**config.mk**
```make
export PLATFORM = sky130hd
export DESIGN_NAME = price_sorted_order_book_core
export DESIGN_NICKNAME = d
export VERILOG_FILES = /design/src/hw/rtl/psob_pkg.sv /design/src/hw/rtl/psob_ram.sv /design/src/hw/rtl/price_sorted_order_book_core.sv
export SDC_FILE = /design/constraint.sdc
export NUM_CORES = 2
export LEC_CHECK = 0
export BUFFER_PORTS_ARGS = -buffer_cell sky130_fd_sc_hd__buf_2
export CAP_MARGIN = 20
export CORE_MARGIN = 2
export CORE_UTILIZATION = 62
export DETAILED_ROUTE_END_ITERATION = 10
export PLACE_DENSITY = 0.81
export SLEW_MARGIN = 0
export SYNTH_ARGS = -nofsm -noshare
export SYNTH_HDL_FRONTEND = slang
export SYNTH_SLANG_ARGS = --single-unit
```
**constraint.sdc**
```tcl
create_clock -name clk -period 11.8 [get_ports clk]
set_input_delay 0.59 -clock clk [delete_from_list [all_inputs] [get_ports clk]]
set_output_delay 0.59 -clock clk [all_outputs]
set_load 0.005 [all_outputs]
```
**src/hw/rtl/psob_pkg.sv**
```systemverilog
// Package for the price sorted order book: operation kinds, status codes,
// sequencer states and the packed entry type. No dependencies.
`default_nettype none
package psob_pkg;
	localparam int PRICE_W  = 20;
	localparam int QTY_W    = 24;
	localparam int CLIENT_W = 16;
	localparam int SEQ_W    = 32;
	localparam int ENTRY_W  = PRICE_W + QTY_W + CLIENT_W + SEQ_W;

	typedef enum logic [1:0] {
		KIND_ADD_BID = 2'd0,
		KIND_ADD_ASK = 2'd1,
		KIND_REM_BID = 2'd2,
		KIND_READ    = 2'd3
	} kind_t;

	typedef enum logic [1:0] {
		ST_OK    = 2'd0,
		ST_FULL  = 2'd1,
		ST_NOSEQ = 2'd2,
		ST_EMPTY = 2'd3
	} status_t;

	typedef struct packed {
		logic [PRICE_W-1:0]  price;
		logic [QTY_W-1:0]    qty;
		logic [CLIENT_W-1:0] client;
		logic [SEQ_W-1:0]    seq;
	} entry_t;

	typedef enum logic [2:0] {
		S_IDLE,
		S_READ,
		S_SCAN,
		S_SHIFT,
		S_REMOVE,
		S_BEST,
		S_DONE
	} state_t;
endpackage
`default_nettype wire

```
**src/hw/rtl/psob_ram.sv**
```systemverilog
// Generic single port synchronous RAM with registered read.
// No dependencies.
`default_nettype none
module psob_ram #(
	parameter int WIDTH = 8,
	parameter int DEPTH = 16
) (
	input  wire logic                     clk,
	input  wire logic                     we,
	input  wire logic [$clog2(DEPTH)-1:0] addr,
	input  wire logic [WIDTH-1:0]         wdata,
	output logic      [WIDTH-1:0]         rdata
);
	logic [WIDTH-1:0] mem [DEPTH];

	// Write on the clock edge; a read of the entry being written returns the old data.
	always_ff @(posedge clk) begin
		if (we) begin
			mem[addr] <= wdata;
		end
		rdata <= mem[addr];
	end
endmodule
`default_nettype wire

```
**src/hw/rtl/price_sorted_order_book_core.sv**
```systemverilog
// Price sorted order book, top level. Uses psob_pkg and psob_ram.
// Each side is one RAM of packed entries, walked by a sequencer.
//
// Usage: one operation word enters on the input channel (valid/ready) and
// exactly one result word leaves on the output channel (valid/ready).
// Operations run one at a time. An add scans the side from the best rank
// to find its slot, then shifts the tail down one entry at a time from the
// back. A remove makes one compacting pass over the bid RAM. Each side has
// a single RAM port: one entry is read or written per cycle. After every
// operation rank 0 is read back to give the best prices. Reset empties
// both sides and clears the sequence counter; the RAM contents are not
// cleared, since data read at or beyond the fill count is never used.
// When the receiver stalls, the result holds in the output register and
// no new operation is taken until it is delivered; the next word can be
// accepted in the cycle after delivery.
`default_nettype none
module price_sorted_order_book_core #(
	parameter int SIDE_DEPTH = 16
) (
	input  wire logic                               clk,
	input  wire logic                               arst_n,
	input  wire logic                               in_valid,
	output logic                                    in_ready,
	input  wire logic [1:0]                         kind,
	input  wire logic [psob_pkg::CLIENT_W-1:0]      client,
	input  wire logic [psob_pkg::QTY_W-1:0]         qty,
	input  wire logic [psob_pkg::PRICE_W-1:0]       limit_price,
	input  wire logic [psob_pkg::SEQ_W-1:0]         target_seq,
	input  wire logic                               read_side,
	input  wire logic [3:0]                         read_rank,
	output logic                                    out_valid,
	input  wire logic                               out_ready,
	output logic [1:0]                              status,
	output logic [psob_pkg::SEQ_W-1:0]              seq_out,
	output logic [psob_pkg::CLIENT_W-1:0]           client_out,
	output logic [psob_pkg::QTY_W-1:0]              qty_out,
	output logic [psob_pkg::PRICE_W-1:0]            price_out,
	output logic [psob_pkg::PRICE_W-1:0]            best_bid,
	output logic [psob_pkg::PRICE_W-1:0]            best_ask,
	output logic [4:0]                              bid_entries,
	output logic [4:0]                              ask_entries
);
	import psob_pkg::*;

	localparam int AW = $clog2(SIDE_DEPTH);
	localparam int FW = $clog2(SIDE_DEPTH + 1);

	// Control registers.
	state_t          state_q, state_d;
	logic [FW-1:0]   bid_fill_q, ask_fill_q;
	logic [SEQ_W-1:0] next_seq_q;
	logic            side_q;          // 0 bids, 1 asks
	logic [1:0]      kind_q;
	logic [FW-1:0]   idx_q;           // read pointer
	logic [FW-1:0]   wr_q;            // write pointer during shift and remove
	logic            pend_q;          // a read was issued last cycle
	logic [FW-1:0]   pend_idx_q;
	logic            found_q;
	logic            rank_ok_q;
	logic            out_valid_q;

	// Operation payload.
	entry_t          new_q;
	logic [SEQ_W-1:0] target_q;
	logic [3:0]      rank_q;

	// Result register.
	logic [1:0]          status_q;
	logic [SEQ_W-1:0]    seq_out_q;
	logic [CLIENT_W-1:0] client_out_q;
	logic [QTY_W-1:0]    qty_out_q;
	logic [PRICE_W-1:0]  price_out_q, best_bid_q, best_ask_q;

	// RAM ports.
	logic         bid_we, ask_we;
	logic [AW-1:0] bid_addr, ask_addr;
	entry_t       bid_wdata, ask_wdata, bid_rdata, ask_rdata;

	psob_ram #(.WIDTH(ENTRY_W), .DEPTH(SIDE_DEPTH)) u_bid_ram (
		.clk(clk), .we(bid_we), .addr(bid_addr), .wdata(bid_wdata), .rdata(bid_rdata)
	);
	psob_ram #(.WIDTH(ENTRY_W), .DEPTH(SIDE_DEPTH)) u_ask_ram (
		.clk(clk), .we(ask_we), .addr(ask_addr), .wdata(ask_wdata), .rdata(ask_rdata)
	);

	// Signals computed from the active side.
	entry_t        rdata;
	logic [FW-1:0] fill_cur;
	logic          ahead;
	logic          in_acc;
	logic          is_add;
	logic          add_full;

	assign rdata    = side_q ? ask_rdata : bid_rdata;
	assign fill_cur = side_q ? ask_fill_q : bid_fill_q;
	assign ahead    = side_q ? (rdata.price <= new_q.price) : (rdata.price >= new_q.price);
	assign in_acc   = in_valid && in_ready;
	assign in_ready = (state_q == S_IDLE) && !out_valid_q;

	// Decode of the incoming word: an add, and whether its side is full.
	assign is_add   = (kind_t'(kind) == KIND_ADD_BID) || (kind_t'(kind) == KIND_ADD_ASK);
	assign add_full = is_add && ((kind[0] ? ask_fill_q : bid_fill_q) >= FW'(SIDE_DEPTH));

	// Combinational RAM control and next state.
	logic          we;
	logic [AW-1:0] addr;
	entry_t        wdata;
	logic          issue;      // a read is issued this cycle
	logic [FW-1:0] issue_idx;

	always_comb begin
		state_d   = state_q;
		we        = 1'b0;
		addr      = '0;
		wdata     = new_q;
		issue     = 1'b0;
		issue_idx = idx_q;
		unique case (state_q)
			S_IDLE: begin
				if (in_acc) begin
					if (is_add) begin
						state_d = add_full ? S_BEST : S_SCAN;
					end else if (kind_t'(kind) == KIND_REM_BID) begin
						state_d = S_REMOVE;
					end else begin
						state_d = S_READ;
					end
				end
			end
			S_READ: begin
				// Read the requested rank, then the best entries.
				addr    = AW'(rank_q);
				issue   = 1'b1;
				state_d = S_BEST;
			end
			S_SCAN: begin
				// Find the first rank that the new order does not stay behind.
				if (pend_q && !ahead) begin
					state_d = S_SHIFT;
				end else if (idx_q < fill_cur) begin
					addr  = idx_q[AW-1:0];
					issue = 1'b1;
				end else if (!pend_q) begin
					state_d = S_SHIFT;
				end
			end
			S_SHIFT: begin
				// idx_q is the slot; wr_q walks from the fill count down.
				if (pend_q) begin
					we    = 1'b1;
					addr  = pend_idx_q[AW-1:0] + 1'b1;
					wdata = rdata;
				end else if (wr_q > idx_q) begin
					addr      = AW'(wr_q - 1'b1);
					issue     = 1'b1;
					issue_idx = wr_q - 1'b1;
				end else begin
					we      = 1'b1;
					addr    = idx_q[AW-1:0];
					issue   = 1'b1;
					state_d = S_BEST;
				end
			end
			S_REMOVE: begin
				// Compacting pass over the bid side.
				if (pend_q && rdata.seq != target_q) begin
					we    = 1'b1;
					addr  = wr_q[AW-1:0];
					wdata = rdata;
				end else if (idx_q < fill_cur) begin
					addr  = idx_q[AW-1:0];
					issue = 1'b1;
				end else if (!pend_q) begin
					issue   = 1'b1;
					state_d = S_BEST;
				end
			end
			S_BEST: begin
				addr  = '0;
				issue = 1'b1;
				if (pend_q) begin
					state_d = S_DONE;
				end
			end
			S_DONE: begin
				state_d = S_IDLE;
			end
			default: state_d = S_IDLE;
		endcase
	end

	always_comb begin
		bid_we    = 1'b0;
		ask_we    = 1'b0;
		bid_addr  = addr;
		ask_addr  = addr;
		bid_wdata = wdata;
		ask_wdata = wdata;
		if (state_q == S_BEST) begin
			bid_addr = '0;
			ask_addr = '0;
		end else if (side_q) begin
			ask_we = we;
		end else begin
			bid_we = we;
		end
	end

	// State register.
	always_ff @(posedge clk or negedge arst_n) begin
		if (!arst_n) begin
			state_q <= S_IDLE;
		end else begin
			state_q <= state_d;
		end
	end

	// Datapath and control registers.
	always_ff @(posedge clk or negedge arst_n) begin
		if (!arst_n) begin
			bid_fill_q  <= '0;
			ask_fill_q  <= '0;
			next_seq_q  <= '0;
			out_valid_q <= 1'b0;
			pend_q      <= 1'b0;
			idx_q       <= '0;
			wr_q        <= '0;
			side_q      <= 1'b0;
			kind_q      <= '0;
			found_q     <= 1'b0;
			rank_ok_q   <= 1'b0;
			pend_idx_q  <= '0;
		end else begin
			if (out_valid_q && out_ready) begin
				out_valid_q <= 1'b0;
			end
			pend_q     <= issue;
			pend_idx_q <= issue_idx;
			unique case (state_q)
				S_IDLE: begin
					if (in_acc) begin
						kind_q       <= kind;
						idx_q        <= '0;
						wr_q         <= '0;
						found_q      <= 1'b0;
						client_out_q <= '0;
						qty_out_q    <= '0;
						price_out_q  <= '0;
						status_q     <= add_full ? ST_FULL : ST_OK;
						seq_out_q    <= (is_add && !add_full) ? next_seq_q : '0;
						if (is_add) begin
							side_q <= kind[0];
						end else if (kind_t'(kind) == KIND_REM_BID) begin
							side_q <= 1'b0;
						end else begin
							side_q <= read_side;
						end
					end
				end
				S_READ: begin
					rank_ok_q <= int'(rank_q) < int'(fill_cur);
				end
				S_SCAN: begin
					if (pend_q && !ahead) begin
						idx_q <= pend_idx_q;
						wr_q  <= fill_cur;
					end else if (idx_q < fill_cur) begin
						idx_q <= idx_q + 1'b1;
					end else if (!pend_q) begin
						wr_q <= fill_cur;
					end
				end
				S_SHIFT: begin
					if (!pend_q && wr_q > idx_q) begin
						wr_q <= wr_q - 1'b1;
					end else if (!pend_q) begin
						next_seq_q <= next_seq_q + 1'b1;
						if (side_q) ask_fill_q <= ask_fill_q + 1'b1;
						else        bid_fill_q <= bid_fill_q + 1'b1;
					end
				end
				S_REMOVE: begin
					if (pend_q && rdata.seq != target_q) begin
						wr_q <= wr_q + 1'b1;
					end else if (pend_q) begin
						found_q <= 1'b1;
					end
					if (!(pend_q && rdata.seq != target_q) && idx_q < fill_cur) begin
						idx_q <= idx_q + 1'b1;
					end else if (!pend_q && idx_q >= fill_cur) begin
						bid_fill_q <= wr_q;
						if (!found_q) status_q <= ST_NOSEQ;
					end
				end
				S_BEST: begin
					if (pend_q && kind_q == KIND_READ) begin
						if (rank_ok_q) begin
							seq_out_q    <= rdata.seq;
							client_out_q <= rdata.client;
							qty_out_q    <= rdata.qty;
							price_out_q  <= rdata.price;
						end else begin
							status_q <= ST_EMPTY;
						end
					end
				end
				S_DONE: begin
					best_bid_q  <= (bid_fill_q != '0) ? bid_rdata.price : '0;
					best_ask_q  <= (ask_fill_q != '0) ? ask_rdata.price : '0;
					out_valid_q <= 1'b1;
				end
				default: begin
				end
			endcase
		end
	end

	// Operation payload capture.
	always_ff @(posedge clk) begin
		if (in_acc) begin
			new_q.price  <= limit_price;
			new_q.qty    <= qty;
			new_q.client <= client;
			new_q.seq    <= next_seq_q;
			target_q     <= target_seq;
			rank_q       <= read_rank;
		end
	end

	// Output ports.
	assign out_valid   = out_valid_q;
	assign status      = status_q;
	assign seq_out     = seq_out_q;
	assign client_out  = client_out_q;
	assign qty_out     = qty_out_q;
	assign price_out   = price_out_q;
	assign best_bid    = best_bid_q;
	assign best_ask    = best_ask_q;
	assign bid_entries = 5'(bid_fill_q);
	assign ask_entries = 5'(ask_fill_q);
endmodule
`default_nettype wire
```
* Word-level counts from Yosys, hierarchy flattened
Memories as Yosys holds them, arrays and structs flattened. A register that Yosys moved wholly into a read port is not among the register bits. Cells that the tools add are included.
Operators by class: bitwise gates (word level) 2, equality and inequality tests 32, reductions and logical operators 40, add/subtract/negate cells 7, order comparisons 7, muxes and demuxes 99
Operators by type and width (count):
- $mux 92 | 3
- $pmux 92 s2 | 1
- $mux 32 | 4
- $mux 5 | 19
- $mux 24 | 3
- $pmux 32 s2 | 1
- $mux 20 | 3
- $mux 16 | 3
- $pmux 24 s2 | 1
- $pmux 20 s2 | 1
- $mux 3 | 13
- $ne 2x2->1 const B | 18
- $add 32x1->32 const B | 1
- $ne 32x32->1 | 1
- $pmux 16 s2 | 1
- $mux 1 | 25
- $mux 4 | 6
- $add 5x1->5 const B | 4
- $ge 20x20->1 | 1
- $le 20x20->1 | 1
- $pmux 5 s4 | 1
- $pmux 3 s6 | 1
- $pmux 4 s4 | 1
- $pmux 5 s3 | 1
- other kinds (37) | 73
Word-level totals: bits of input ports 103, output and inout port bits 146, memory bits (writable) 2944, register bits 329, word-level logic and storage cells 215, memories kept 2
Memories:
- u_ask_ram.mem | words 16, width 92, read ports 1, clocked after Yosys merged registers in 1, wr ports 1, RTL line psob_ram.sv:14 | logic [WIDTH-1:0] mem [DEPTH];
- u_bid_ram.mem | words 16, width 92, read ports 1, clocked after Yosys merged registers in 1, wr ports 1, RTL line psob_ram.sv:14

* Longest topological paths before layout
depth after elaboration 9, depth in mapped cells 21, depth with buffers taken out 13

* Cells and area by module
Synthesis repeated with hierarchy kept, for this count alone.
Unflattened totals: cells, all modules 6081, area total of the unflattened synthesis 129933.4 um2
By module, submodules not included:
- psob_ram | cells an instance 2359, sequential area each 46044.2 um2, area an instance 56887.1 um2, times used 2
- price_sorted_order_book_core | cells an instance 1363, sequential area each 9544.2 um2, area an instance 16159.2 um2, times used 1

* Least setup slack after synthesis
No wires, ideal clock.
path kind reg2reg, from register state_q[0], to register client_out_q[0] (netlist: client_out[0]) (enable), cell stages (with the launch flop) 9, setup slack 2.362 ns, clock period less this slack 9.438 ns, data arrival time 8.865 ns, library setup time 0.573 ns, data required time 11.227 ns, cells stage by stage dfrtp_1 -> clkbuf_1 -> or2_2 -> clkbuf_1 -> nor3_1 -> nand2_1 -> inv_1 -> o21ai_0 -> a21oi_1
On the way: cells in the longest elaborated chain, start to end 5
RTL lines:
- start: declaration | RTL line price_sorted_order_book_core.sv:49 | state_t state_q, state_d;
- start signal: assignment | RTL line price_sorted_order_book_core.sv:214 | state_q <= state_d;
- $logic_not 3->1 | RTL line price_sorted_order_book_core.sv:98 | assign in_ready = (state_q == S_IDLE) && !out_valid_q;
- $logic_and 1x1->1 | RTL line price_sorted_order_book_core.sv:98
- via in_ready | RTL line price_sorted_order_book_core.sv:23 | output logic in_ready,
- $logic_and 1x1->1 | RTL line price_sorted_order_book_core.sv:97 | assign in_acc = in_valid && in_ready;
- via in_acc | RTL line price_sorted_order_book_core.sv:90 | logic in_acc;
- $ne 2x2->1 (no source line)
- $reduce_and 5->1 (no source line)
- end signal: assignment | RTL line price_sorted_order_book_core.sv:299 | client_out_q <= rdata.client;
- end: declaration | RTL line price_sorted_order_book_core.sv:70 | logic [CLIENT_W-1:0] client_out_q;
The timed path passes the listed nets, and every way through them passes these cells. A chain may end at the register's enable or synchronous reset.

* Worst setup path after layout
from register side_q, to register u_ask_ram.rdata[46], read port of u_ask_ram.mem
On the way: cells in the longest elaborated chain, start to end 8
RTL lines:
- start: declaration | RTL line price_sorted_order_book_core.sv:52 | logic side_q;
- start signal: assignment | RTL line price_sorted_order_book_core.sv:252 | side_q <= kind[0];
- start signal: assignment | RTL line price_sorted_order_book_core.sv:256 | side_q <= read_side;
- $mux 92 | RTL line price_sorted_order_book_core.sv:94 | assign rdata = side_q ? ask_rdata : bid_rdata;
- $ge 20x20->1 or $le 20x20->1 (tied branches) | RTL line price_sorted_order_book_core.sv:96 | assign ahead = side_q ? (rdata.price <= new_q.price) : (rdata.price >= new_q.price);
- $mux 1 | RTL line price_sorted_order_book_core.sv:96
- $logic_not 1->1 | RTL line price_sorted_order_book_core.sv:138 | if (pend_q && !ahead) begin
- $logic_and 1x1->1 | RTL line price_sorted_order_book_core.sv:138
- $mux 4 | RTL line price_sorted_order_book_core.sv:138
- $pmux 4 s4 (*) | RTL line price_sorted_order_book_core.sv:118 | unique case (state_q)
- $mux 4 (*) | RTL line price_sorted_order_book_core.sv:199 | if (state_q == S_BEST) begin
- end: declaration | RTL line psob_ram.sv:12 | output logic [WIDTH-1:0] rdata
Mark *: on every way between the ends. The rest lies on a longest branch, timed or not.

==> flow_metrics.tcl <==
set metrics [dict create \
    yosysMostFrequentCell "edfxtp_1" \
    drtAntennaViolNets 0 \
    fin_worst_skew_ns 0.0681 \
    post-place-ws_ns 3.79 \
    yosys.area_share.simple_pct 2.14 \
    placementRows 168 \
    netlist_area_sq_mm 0.130 \
    clkSlewWorstSetupHoldPaths_ns 0.06 \
    maxSlewViolCount 0 \
    yosys_warnings 0 \
    overflow 0 \
    synthCells 6499 \
    grt_pass1_vias 72578 \
    synth_common_cells "edfxtp_1, mux4_2, nand2_1" \
    worstHoldPathCells 3 \
    internal_power_uw 27200 \
    min_path_type "input port to flop" \
    cp.arrival_ns 8.99 \
    worstMarginPinSlew_ns 1.14 \
    dpl.hpwl_mm 166 \
    clkPwrFrac_pct 26.0 \
    vias 71978 \
    leakage_uw 0.0499 \
    cts.sinks 3457 \
    fin_crit_sh_pct 69.1 \
    reg2reg_from "side_q" \
    synthDistinctLibCells 60 \
    ir_drop_v 0.000300 \
    drc 0 \
    netSwitchingFraction_pct 33.6 \
    rrSetupSlack_ns 3.64 \
    cts_tree "built" \
    drtIter0Drc 11930 \
    max_stage_delay_ns 0.87 \
    die_x_microns 463 \
    fin_crit_ns 8.16 \
    drive_gt1_share_pct 22.8 \
    coreArea_sq_mm 0.209 \
    avgRoutedWirePerCell_microns 34.4 \
    setup_ws_ns 3.64 \
    fmax_mhz 123 \
    dr.pass1.iters 7 \
    gp_congestion 0.862 \
    numCtsBuffers 345 \
    hold_path_startpoint "read_side" \
    crit_chain "buf_12 -> mux2i_1 -> xnor2_1 -> nor4_1 -> nand4_1 -> o21ai_2 -> o32a_1 -> and2_4 -> buf_4 -> buf_12 -> buf_4 -> mux4_2 -> a22o_1 -> a211o_1" \
    synth.area.top_cells "edfxtp_1, mux4_2, dfxtp_1" \
    dp.cells 9371 \
    area_delta_synth_final_pct 13.8 \
    synth_top_family_by_area "multiplexers" \
    hold_violations 0 \
    syn_nets 6644 \
    htree_num_levels 5 \
    crit_path_start "side_q" \
    tns_ns 0 \
    yosys.area_share.adder_pct 0.403 \
    async_flop_share_pct 1.94 \
    insertion_delay_ns 0.98 \
    grt_pass1_wl_mm 502 \
    viasPerCell 7.12 \
    path_delay_family "buffers and inverters" \
    max-clock-path-buffers 4 \
    synth_top_area_cell "edfxtp_1" \
    fin_util_pct 70.9 \
    instances_no_fill 10106 \
    synth_area_per_cell_sq_um 20.1 \
    powerDensity_mw_per_mm2 277 \
    p_seq_share_pct 39.5 \
    crit_type "flop to flop" \
    setup_viol 0 \
    cts_resized 0 \
    grt_setup_unrepaired "no" \
    synth_seq_area_share_pct 77.9 \
    die_y_microns 463 \
    dieArea_sq_mm 0.214 \
    critical_path_buf_inv_count 4 \
    r2r_end "u_ask_ram.rdata[46]" \
    worst-r2r-cell-count 14 \
    initial_core_util_pct 62.3 \
    holdWs_ns 0.0571 \
    synth.area.mux_share_pct 11.8 \
    crit_path_max_fanout 129 \
    ios 249 \
    status "finished, final reports clean" \
    grt_max_degree 180 \
    synth_compound_gate_area_share_pct 5.76 \
    cap_violations 0 \
    p_comb_share_pct 34.6 \
    endpoint_kind "flop" \
    cp_slowest_cell "dfrtp_4" \
    grt.total_usage_pct 32.3 \
    synth-seq-cells 3457 \
    synth_xor_area_share_pct 0.510 \
    cp_data_required_time_ns 12.64 \
    cp-start-kind "flop" \
    synth_top_area_share_pct 73.8 \
    nNetsFinal 7177 \
    drt_wl_total_mm 348 \
    antenna_found_initial 11 \
    p_sw_uw 13800 \
    synth_edf_count 3206 \
    portBuffers 248 \
    hold_end "side_q" \
    cts_root_buffer "clkbuf_16" \
    slew_headroom_pct 21.7 \
    synth_ff_type "edfxtp_1" \
]
-- power by group through the flow --
stage,clock [uW],combinational [uW],sequential (uW)
final,10700,14200,16200
after global routing,11100,14900,16200
after CTS,10700,13900,16200
after detailed placement,0,13500,16400
after global placement,0,13000,16400
after floorplan,0,9380,16200
-- per-layer routing --
metal	wire length, microns	track usage [%]	up-vias
li1	-	-	27833
met1	119000	43.7	36613
met2	165000	51.0	6398
met3	45400	7.60	1126
met4	17600	14.3	8
met5	55	0	-
-- registers in the layout (all words and copies together), names as in the netlist, 16 cells and up --
name,flops
target_q,32
seq_out,32
best_ask,20
client_out,16
qty_out,24
new_q,92
best_bid,20
u_ask_ram.rdata,92
price_out,20
u_ask_ram.mem,1472
u_bid_ram.mem,1472
u_bid_ram.rdata,92
next_seq_q,32
-- area by class of cell --
class	count	area, sq um
fill	11309	61000
tap	2805	3510
inverter	48	185
clock buffer	485	9670
clock inverter	130	1130
multi-input combinational	2604	27700
antenna	1	2.50
timing repair buffer	576	4530
sequential	3457	102000
-- worst max-delay path by stage --
stage | end | slack, ns | cells past startpoint
2_1_floorplan | client_out[0] | 2.36 | 8
3_3_place_gp | u_bid_ram.rdata[48] | 3.92 | 14
3_5_place_dp | u_ask_ram.rdata[46] | 3.79 | 14
4_1_cts | u_ask_ram.rdata[52] | 3.74 | 14
5_1_grt | u_ask_ram.rdata[46] | 3.39 | 14
6_report | u_ask_ram.rdata[46] | 3.64 | 14
-- worst reg2reg max path, delay by kind of cell, from the launching register on --
| kind | cells | cell delay, ns |
|---|---|---|
| AOI/OAI and AO/OA | 4 | 1.40 |
| buffers and inverters | 4 | 3.08 |
| muxes | 2 | 1.27 |
| and+or+nand+nor | 3 | 1.33 |
| xor gates and xnor gates | 1 | 0.12 |
| DFF | 1 | 0.87 |
-- what timing repair did --
action | in CTS | in global routing
endpoints found under the setup margin | 0 | 0
setup buffers | 0 | 0
hold endpoints to repair | 166 | 0
hold buffers | 100 | 0
-- cell families (layout without fill, tap and decap cells) --
| group | Yosys count | count (layout) |
|---|---|---|
| xor+xnor | 76 | 76 |
| fa+ha+maj | 42 | 42 |
| simple gates | 637 | 637 |
| other cells | 0 | 1 |
| buf+inv | 438 | 1239 |
| compound gates | 1009 | 1009 |
| mux | 840 | 840 |
| flops | 3457 | 3457 |
-- cell usage in the layout (no fill, tap or decap), drive strengths merged, types with 3 or more instances in the layout --
cell type and count:
a211o 185, a211oi 3, a21oi 259, a221o 3, a221oi 189, a22o 185
a311oi 4, a31oi 7, and2 4, and3 27, and4 4, buf 476
bufinv 19, clkbuf 485, clkinv 101, clkinvlp 9, dfrtp 67, dfxtp 184
dlygate4sd3 100, edfxtp 3206, ha 42, inv 49, mux2 22, mux2i 266
mux4 552, nand2 354, nand2b 10, nand3 35, nand4 8, nor2 113
nor2b 50, nor3 7, nor4 11, o21a 7, o21ai 39, o22ai 36
o31ai 76, or3 5, xnor2 65, xor2 11
-- metrics by stage --
stage / area (sq um) / total power, uW
2_1_floorplan: 130000 / 25600
3_3_place_gp: 136000 / 29400
3_5_place_dp: 136000 / 29900
4_1_cts: 148000 / 40700
5_1_grt: 148000 / 42300
6_report: 148000 / 41100
No activity file was read; power rests on OpenSTA's default activity.
